==> src/hw/rtl/wbc_pkg.sv <==
// wbc_pkg: request and result types, command codes and matcher types
// for the word break checker. depends on nothing.
package wbc_pkg;

  typedef enum logic [1:0] {
    CMD_DICT_CHAR  = 2'd0,
    CMD_TEXT_CHAR  = 2'd1,
    CMD_END_TEXT   = 2'd2,
    CMD_CLEAR_DICT = 2'd3
  } wbc_cmd_t;

  typedef struct packed {
    wbc_cmd_t    command;
    logic [7:0]  char_code;
    logic        word_end;
  } wbc_item_t;

  typedef struct packed {
    logic breakable;
    logic overflow;
  } wbc_result_t;

  typedef enum logic [2:0] {
    M_IDLE,
    M_LEN,
    M_START,
    M_REACH,
    M_CMP,
    M_CHK,
    M_DONE
  } wbc_mstate_t;

  typedef struct packed {
    logic done;
    logic hit;
  } wbc_match_t;

endpackage

==> src/hw/rtl/wbc_matcher.sv <==
// wbc_matcher: sequencer that tries the stored words in turn against the text tail
// until one matches, one character compare at a time. depends on wbc_pkg.
module wbc_matcher import wbc_pkg::*; #(
  parameter int MAX_TEXT     = 512,
  parameter int MAX_WORDS    = 64,
  parameter int MAX_WORD_LEN = 32
) (
  input  logic                 clk,
  input  logic                 rst,
  input  logic                 start,
  input  logic [$clog2(MAX_TEXT+1)-1:0]  end_pos,
  input  logic [$clog2(MAX_WORDS+1)-1:0] dict_count,
  output logic [((MAX_WORDS > 1) ? $clog2(MAX_WORDS) : 1)-1:0] len_raddr,
  input  logic [$clog2(MAX_WORD_LEN+1)-1:0] len_rdata,
  output logic [$clog2(MAX_TEXT+1)-1:0]  reach_raddr,
  input  logic                 reach_rdata,
  output logic                 reach_we,
  output logic [$clog2(MAX_TEXT+1)-1:0]  reach_waddr,
  output logic                 reach_wdata,
  output logic [$clog2(MAX_TEXT)-1:0]    text_raddr,
  input  logic [7:0]           text_rdata,
  output logic [((MAX_WORDS*MAX_WORD_LEN > 1) ? $clog2(MAX_WORDS*MAX_WORD_LEN) : 1)-1:0]
                               dict_raddr,
  input  logic [7:0]           dict_rdata,
  output wbc_match_t           status
);

  localparam int TW  = $clog2(MAX_TEXT + 1);
  localparam int TXA = $clog2(MAX_TEXT);
  localparam int WN  = $clog2(MAX_WORDS + 1);
  localparam int WI  = (MAX_WORDS > 1) ? $clog2(MAX_WORDS) : 1;
  localparam int LW  = $clog2(MAX_WORD_LEN + 1);
  localparam int DA  = (MAX_WORDS * MAX_WORD_LEN > 1) ? $clog2(MAX_WORDS * MAX_WORD_LEN) : 1;

  wbc_mstate_t   state, state_next;
  logic [WN-1:0] w, w_next;
  logic [LW-1:0] k, k_next;
  logic [LW-1:0] len, len_next;
  logic [TW-1:0] start_pos, start_pos_next;
  logic [TW-1:0] end_r, end_r_next;
  logic          hit, hit_next;

  logic [TW-1:0] start_calc;
  logic [TW-1:0] text_sum;
  logic [WN-1:0] w_inc;
  logic          too_long;

  assign start_calc = end_r - TW'(len_rdata);
  assign text_sum   = start_pos + TW'(k);
  assign w_inc      = w + WN'(1);
  assign too_long   = {{LW{1'b0}}, end_r} < {{TW{1'b0}}, len_rdata};

  assign len_raddr   = w[WI-1:0];
  assign reach_raddr = start_calc;
  assign text_raddr  = text_sum[TXA-1:0];
  assign dict_raddr  = DA'(w[WI-1:0]) * DA'(MAX_WORD_LEN) + DA'(k);
  assign reach_we    = (state == M_DONE);
  assign reach_waddr = end_r;
  assign reach_wdata = hit;
  assign status.done = (state == M_DONE);
  assign status.hit  = hit;

  always_ff @(posedge clk) begin
    if (rst) begin
      state <= M_IDLE;
    end else begin
      state <= state_next;
    end
    w         <= w_next;
    k         <= k_next;
    len       <= len_next;
    start_pos <= start_pos_next;
    end_r     <= end_r_next;
    hit       <= hit_next;
  end

  always_comb begin
    state_next     = state;
    w_next         = w;
    k_next         = k;
    len_next       = len;
    start_pos_next = start_pos;
    end_r_next     = end_r;
    hit_next       = hit;
    unique case (state)
      M_IDLE: begin
        if (start) begin
          end_r_next = end_pos;
          w_next     = '0;
          hit_next   = 1'b0;
          state_next = (dict_count == '0) ? M_DONE : M_LEN;
        end
      end
      M_LEN: state_next = M_START;
      M_START: begin
        if (len_rdata == '0 || too_long) begin
          // skip to next word
          if (w_inc >= dict_count) state_next = M_DONE;
          else begin
            w_next     = w_inc;
            state_next = M_LEN;
          end
        end else begin
          len_next       = len_rdata;
          start_pos_next = start_calc;
          k_next         = '0;
          state_next     = M_REACH;
        end
      end
      M_REACH: begin
        // position zero is always reachable
        if (start_pos == '0 || reach_rdata) state_next = M_CMP;
        else if (w_inc >= dict_count) state_next = M_DONE;
        else begin
          w_next     = w_inc;
          state_next = M_LEN;
        end
      end
      M_CMP: state_next = M_CHK;
      M_CHK: begin
        if (text_rdata != dict_rdata) begin
          if (w_inc >= dict_count) state_next = M_DONE;
          else begin
            w_next     = w_inc;
            state_next = M_LEN;
          end
        end else if (k + LW'(1) == len) begin
          hit_next   = 1'b1;
          state_next = M_DONE;
        end else begin
          k_next     = k + LW'(1);
          state_next = M_CMP;
        end
      end
      M_DONE: state_next = M_IDLE;
      default: state_next = M_IDLE;
    endcase
  end

endmodule

==> config.mk <==
export PLATFORM = sky130hd
export DESIGN_NAME = wbc_matcher
export DESIGN_NICKNAME = d
export VERILOG_FILES = /design/src/hw/rtl/wbc_pkg.sv /design/src/hw/rtl/wbc_matcher.sv
export SDC_FILE = /design/constraint.sdc
export NUM_CORES = 1
export LEC_CHECK = 0
export BUFFER_PORTS_ARGS = -buffer_cell sky130_fd_sc_hd__buf_4
export CAP_MARGIN = 20
export CORE_MARGIN = 2
export CORE_UTILIZATION = 52
export DETAILED_ROUTE_END_ITERATION = 12
export PLACE_DENSITY = 0.81
export SETUP_SLACK_MARGIN = 0.5
export SYNTH_ARGS = -nofsm -noshare
export SYNTH_HDL_FRONTEND = slang
export SYNTH_SLANG_ARGS = --single-unit
==> constraint.sdc <==
create_clock -name clk -period 3.7 [get_ports clk]
set_clock_uncertainty 0.05 [all_clocks]
set_input_delay 0.185 -clock clk [delete_from_list [all_inputs] [get_ports clk]]
set_output_delay 0.185 -clock clk [all_outputs]
set_load 0.02 [all_outputs]
==> results of run 1 <==
-- synthesized netlist by cell type, types with 2 or more instances --
cell type and n:
and2_1 2, nand2_1 18, buf_4 13, inv_1 27, a211o_1 2, a21o_1 2, edfxtp_1 40, dfxtp_1 3
nand2b_1 4, o211ai_1 2, xor2_1 23, clkbuf_1 6, nor3_1 5, and3_1 5, nor2_1 29, a221o_1 2
ha_1 23, nand3_1 5, fa_1 2, a21oi_1 12, a21boi_1 2, xnor2_1 20, a31oi_1 4, o21ai_0 8
nor2b_1 3, nor4_1 6, a211oi_1 2
-- critical path: cells and delay by family (launching register included) --
kind | cells | cell delay (ps)
simple gates | 4 | 900
flops | 1 | 440
compound gates | 3 | 820
xor+xnor | 1 | 190
fa+ha+maj | 1 | 250
buf+inv | 2 | 240
-- how the worst max path moves through the flow --
| stage | slack, ps | cells after the start | end |
|---|---|---|---|
| 6_report | 670 | 11 | w[3] |
| 5_1_grt | 500 | 10 | w[3] |
| 4_1_cts | 630 | 11 | w[2] |
| 3_5_place_dp | 640 | 11 | w[4] |
| 3_3_place_gp | 740 | 11 | w[2] |
| 2_1_floorplan | 510 | 9 | k[0] |
-- power by group --
part / switching [W] / internal, W
clock network: 0.000172 / 0.000135
logic: 0.000709 / 0.000557
registers: 0.000113 / 0.000680
-- state kept, by name, indices dropped and copies added (netlist names) --
| register | flops |
|---|---|
| k | 6 |
| len | 6 |
| state | 3 |
| reach_wdata | 1 |
| reach_waddr | 10 |
| start_pos | 10 |
| w | 7 |
-- area by class of cell --
| cell class | count | share of cell area, % |
|---|---|---|
| inverter | 27 | 2.66 |
| tap | 72 | 2.37 |
| sequential | 43 | 33.1 |
| clock buffer | 5 | 1.81 |
| timing repair buffer | 102 | 20.2 |
| clock inverter | 3 | 0.624 |
| multi-input combinational | 203 | 39.2 |
-- per-stage QoR --
stage	utilization [%]	hold slack, ps	setup WS [ps]	power, W	cells
2_1_floorplan	-	234	511	0.00161	292
3_3_place_gp	65.9	313	743	0.00198	438
3_5_place_dp	65.9	314	642	0.00202	438
4_1_cts	67.6	3.83	629	0.00232	446
5_1_grt	69.1	1.30	503	0.00251	455
6_report	69.1	9.70	667	0.00236	455
-- cells by family (layout without fill, tap and decap cells) --
logic type / Yosys count / after routing / synth area share [%]
multiplexers: 1 / 1 / 0.338
flip-flops: 43 / 43 / 42.6
adder cells (fa/ha/maj): 25 / 25 / 11.1
buffers and inverters: 46 / 137 / 7.47
AND/OR/NAND/NOR: 87 / 87 / 14.3
AO/OA/AOI/OAI: 46 / 46 / 10.8
XOR/XNOR: 44 / 44 / 13.5
-- repair_timing --
item,4_1_cts,5_1_grt
gates resized for setup,0,1
endpoints found under the setup margin,0,4
hold buffers,0,2
setup buffers,0,7
endpoints found under the hold margin,0,2
-- per-layer routing --
layer  up-vias  wire length [um]
met5         -                 0
met4         0                82
met3         6               365
met2        88              3210
met1      1112              2680
li1       1186                 -
==> results.cfg, run 1 <==
[sta]
finalHoldViolCount = 0
fmax_ghz = 0.330
setup_violations = 0
timing.final.crit_share_pct = 82.0
tightest_slew_ps = 465
slew_headroom_pct = 68.9
min_period_ps = 3030
rsz0062_at_grt = false
slew_violations = 0
fin_setup_tns_ps = 0

[setup_path]
cp-end-kind = register
crit_arrival_ps = 3140
ff2ff_path_depth = 11
critPathRequiredTime_ps = 3800
start_kind = register
cpPeakStageDelay_ps = 440
path_class = register to register
cp_max_fo = 7
r2r-end = w[3]
setup.worst_path.start = w[1]
r2r-start = w[1]
r2r_setup_slack_ps = 670
crit_chain = buf_4 -> buf_4 -> nand3_1 -> nor2_1 -> xor2_1 -> ha_1 -> and2_0 -> a221o_1 -> a41o_2 -> or3_1 -> a21oi_1
cpMaxStageDelayCell = edfxtp_1
cpMostUsedCell = buf_4

[route]
totalWireLength_mm = 6.34
drc = 0
viasPerCell = 5.26
dr.pass1.iters = 4
dr_total_vias = 2392
drt_iter0_markers = 103
ant_nets = 0
wire_per_inst_um = 13.9

[final_layout]
mostFrequentLayoutCells = 100 x buf_4, 40 x edfxtp_1, 29 x nor2_1, 27 x inv_1
ff_latch_area_um2 = 1260
n_antenna_cell = 0
final_common_cell = buf_4
nFillCells = 438
design_area_um2 = 3810
multi_input_area_um2 = 1490
syn_to_final_growth_pct = 28.5
nNetsFinal = 450
drive_gt1_share_pct = 30.0

[clock_network]
htreeDepth = 2
cts_buffers = 5
cts.path.max_buffers = 2
cts.sinks = 43
tritoncts = built
cts.clk_slew.worst_paths_ps = 90
cts.root.buffer_cell = clkbuf_8
worstSkewPairLatency_ps = 300

[global_route]
grt_overflow_total = 0
grtUsageMet1_pct = 26.8
antenna_found_initial = 0
grt_max_degree = 19
grt_pass1_vias = 2339
global_route.usage.met3_pct = 4.19
use_met2_pct = 35.4
top_usage_layer = met2
grt_pass1_wl_mm = 10.4
grt_use_total_pct = 20.9

[yosys]
yosys.cell_types.count = 49
syn-cell-area_um2 = 2960
synth_largest_area_cell = edfxtp_1
yosysSeqAreaShare_pct = 42.6
synth_area_leaders = edfxtp_1 41%, ha_1 9.7%, xor2_1 6.8%, xnor2_1 5.9%, nor2_1 3.7%
syn_nets = 360
ys_warn_count = 0
avgSynthCellArea_um2 = 10.1
synthDominantCellAreaShare_pct = 40.5
ys_async_sr_fraction_pct = 0
ys_seq_elements = 43
ys.flop_type = edfxtp_1
synth-edff-count = 40
syn_inst = 292

[pwr]
peakVddDrop_mv = 0.426
power_density_nw_per_um2 = 621
p_leak_nw = 1.70

[floorplan]
die_h_um = 79.5
die_w_um = 79.5
die-area_um2 = 6320
num_io_pins = 93
fp-row-count = 27
start_util_pct = 53.8
core_um2 = 5510

[min_path]
hold_class = input port to register
worstHoldStart = end_pos[0]
holdPathStages = 1
holdPathEnd = reach_waddr[0]

[placed_design]
numPortBuffers = 92
dp_hpwl_mm = 5.16
routabilityCongestion = 0.856
place_area_um2 = 3630

[outcome]
status = finished, final reports clean

[run]
maxCapViolCount = 0
Note: power is estimated with default switching activity, not from simulation.
==> inputs of run 2 (changes only) <==
==> constraint.sdc (replaced) <==
create_clock -name clk -period 2.8 [get_ports clk]
set_clock_uncertainty 0.05 [all_clocks]
set_input_delay 0.14 -clock clk [delete_from_list [all_inputs] [get_ports clk]]
set_output_delay 0.14 -clock clk [all_outputs]
set_load 0.02 [all_outputs]
==> run 2 against run 1 <==
Compared with the run above:
- the flow now finishes with violations (negative setup slack)
- sequential power increased by 31%
- sequential share of layout area decreased by 5.3 points
- count of clock-buffer cells in the layout unchanged
- critical path depth increased by 1
- die area unchanged
==> results.cfg, run 2 (synthesized netlist as in run 1, its figures left out) <==
[setup_path]
cp.depth = 12
cp-end-kind = register
critPathRequiredTime_ps = 2940
crit_end = state[1]
cp_max_fo = 5
r2r-end = state[1]
r2r_setup_slack_ps = -50
cpMostUsedCell = a31oi_1
crit_arrival_ps = 3000
cpPeakStageDelay_ps = 380
r2r-start = w[0]
path_buf_inv = 1
start_kind = register
path_class = register to register
ff2ff_path_depth = 12
cp_top_family = compound AO/OA/AOI/OAI gates
cpMaxStageDelayCell = a221o_1
crit_chain = ha_2 -> and3_4 -> nand3_4 -> xnor2_2 -> ha_1 -> and2_4 -> a221o_1 -> a41o_4 -> buf_6 -> a31oi_1 -> or2_1 -> a31oi_1
setup.worst_path.start = w[0]

[floorplan]
die_w_um = 79.5
core_um2 = 5510
start_util_pct = 53.8
die-area_um2 = 6320
die_h_um = 79.5
fp-row-count = 27
num_io_pins = 93

[pwr]
comb_power_share_pct = 61.6
p_seq_share_pct = 27.9
clockPowerShare_pct = 10.5
peakVddDrop_mv = 0.616
finalPower_w = 0.00371
power_density_nw_per_um2 = 819
sw_frac_of_total_pct = 41.8
p_switching_w = 0.00155
p_leak_nw = 2.02
p_int_w = 0.00216

[route]
wire_per_inst_um = 17.1
drc = 0
drt_iter0_markers = 156
totalWireLength_mm = 8.59
ant_nets = 0
viasPerCell = 5.48
dr_total_vias = 2754
dr.pass1.iters = 5

[clock_network]
htreeDepth = 2
cts.sinks = 43
cts.clk_slew.worst_paths_ps = 80
worstSkewPairLatency_ps = 300
cts.root.buffer_cell = clkbuf_8
cts_buffers = 5
cts.path.max_buffers = 2
tritoncts = built

[sta]
rsz0062_at_grt = true
tightest_slew_ps = 433
fin_setup_tns_ps = -57.2
timing.final.crit_share_pct = 102
fmax_ghz = 0.351
slew_violations = 0
finalHoldViolCount = 0
setup_violations = 3
slew_headroom_pct = 70.9
fin_ws_ps = -52.3
min_period_ps = 2850

[outcome]
status = finished, violations left
violations = negative setup slack

[final_layout]
nNetsFinal = 498
syn_to_final_growth_pct = 53.0
final_common_cell = buf_4
n_antenna_cell = 0
drive_gt1_share_pct = 44.3
mostFrequentLayoutCells = 120 x buf_4, 40 x edfxtp_1, 27 x nor2_1, 25 x inv_1, 22 x xor2_1
nFillCells = 291
fin_util_pct = 82.3

[global_route]
grt_max_degree = 17
grt_use_total_pct = 24.8
antenna_found_initial = 0
grt_pass1_vias = 2623
grt_overflow_total = 0
grt_pass1_wl_mm = 12.2

[min_path]
hold_class = input port to register
worstHoldStart = len_rdata[1]

[placed_design]
numPortBuffers = 92
routabilityCongestion = 0.835
dp_hpwl_mm = 5.34

[run]
maxCapViolCount = 0
run 2: worst min-delay path by stage:
stage / cells past startpoint / slack, ps / to
after global placement: 1 / 270 / reach_waddr[3]
after CTS: 2 / 10 / state[2]
final: 1 / 10 / len[1]
after detailed placement: 1 / 270 / reach_waddr[3]
after floorplan: 0 / 190 / len[0]
after global routing: 1 / 7 / len[1]
run 2: power groups by stage:
stage | Combinational, W | Clock (W) | Sequential (W)
after floorplan | 0.00114 | 0 | 0.00104
after global placement | 0.00169 | 0 | 0.00103
after detailed placement | 0.00173 | 0 | 0.00104
after CTS | 0.00199 | 0.000385 | 0.00102
after global routing | 0.00244 | 0.000429 | 0.00105
final | 0.00229 | 0.000389 | 0.00104
run 2: per-layer routing:
layer	up-vias	part of all wire [%]	GRT usage (%)
met1	1314	38	30.2
met2	121	53	43.7
met3	29	5.5	6.11
li1	1290	-	-
met4	0	3.3	6.72
met5	-	0	0
run 2: worst reg2reg max path, stage by stage, from the launching register on:
cell,delay [ps]
edfxtp_1,370
ha_2,190
and3_4,220
nand3_4,80
xnor2_2,140
ha_1,310
and2_4,170
a221o_1,380
a41o_4,300
buf_6,130
a31oi_1,210
or2_1,140
a31oi_1,70
run 2: through the flow:
stage | setup slack (ps) | hold slack [ps] | instance area (um^2) | instances
2_1_floorplan | 83.6 | 189 | 3040 | 292
3_3_place_gp | 135 | 268 | 3760 | 445
3_5_place_dp | 86.2 | 269 | 3760 | 445
4_1_cts | 101 | 12.2 | 4250 | 490
5_1_grt | -98.0 | 6.95 | 4530 | 503
6_report | -52.3 | 10.5 | 4530 | 503
run 2: what timing repair did:
| item | 4_1_cts | 5_1_grt |
|---|---|---|
| endpoints found under the hold margin | 15 | 1 |
| hold buffers | 15 | 1 |
| pin swaps | 24 | 38 |
| setup endpoints to repair | 29 | 35 |
| buffers inserted | 22 | 12 |
| gates resized for setup | 25 | 35 |
run 2: final cells by class:
class,instances,area (um^2),share of cell area (%)
Tap cell,72,90.1,1.99
Clock inverter,3,15.0,0.331
Inverter,27,101,2.24
Sequential cell,43,1260,27.8
Multi-Input combinational cell,203,1780,39.2
Clock buffer,5,68.8,1.52
Timing Repair Buffer,150,1220,26.9
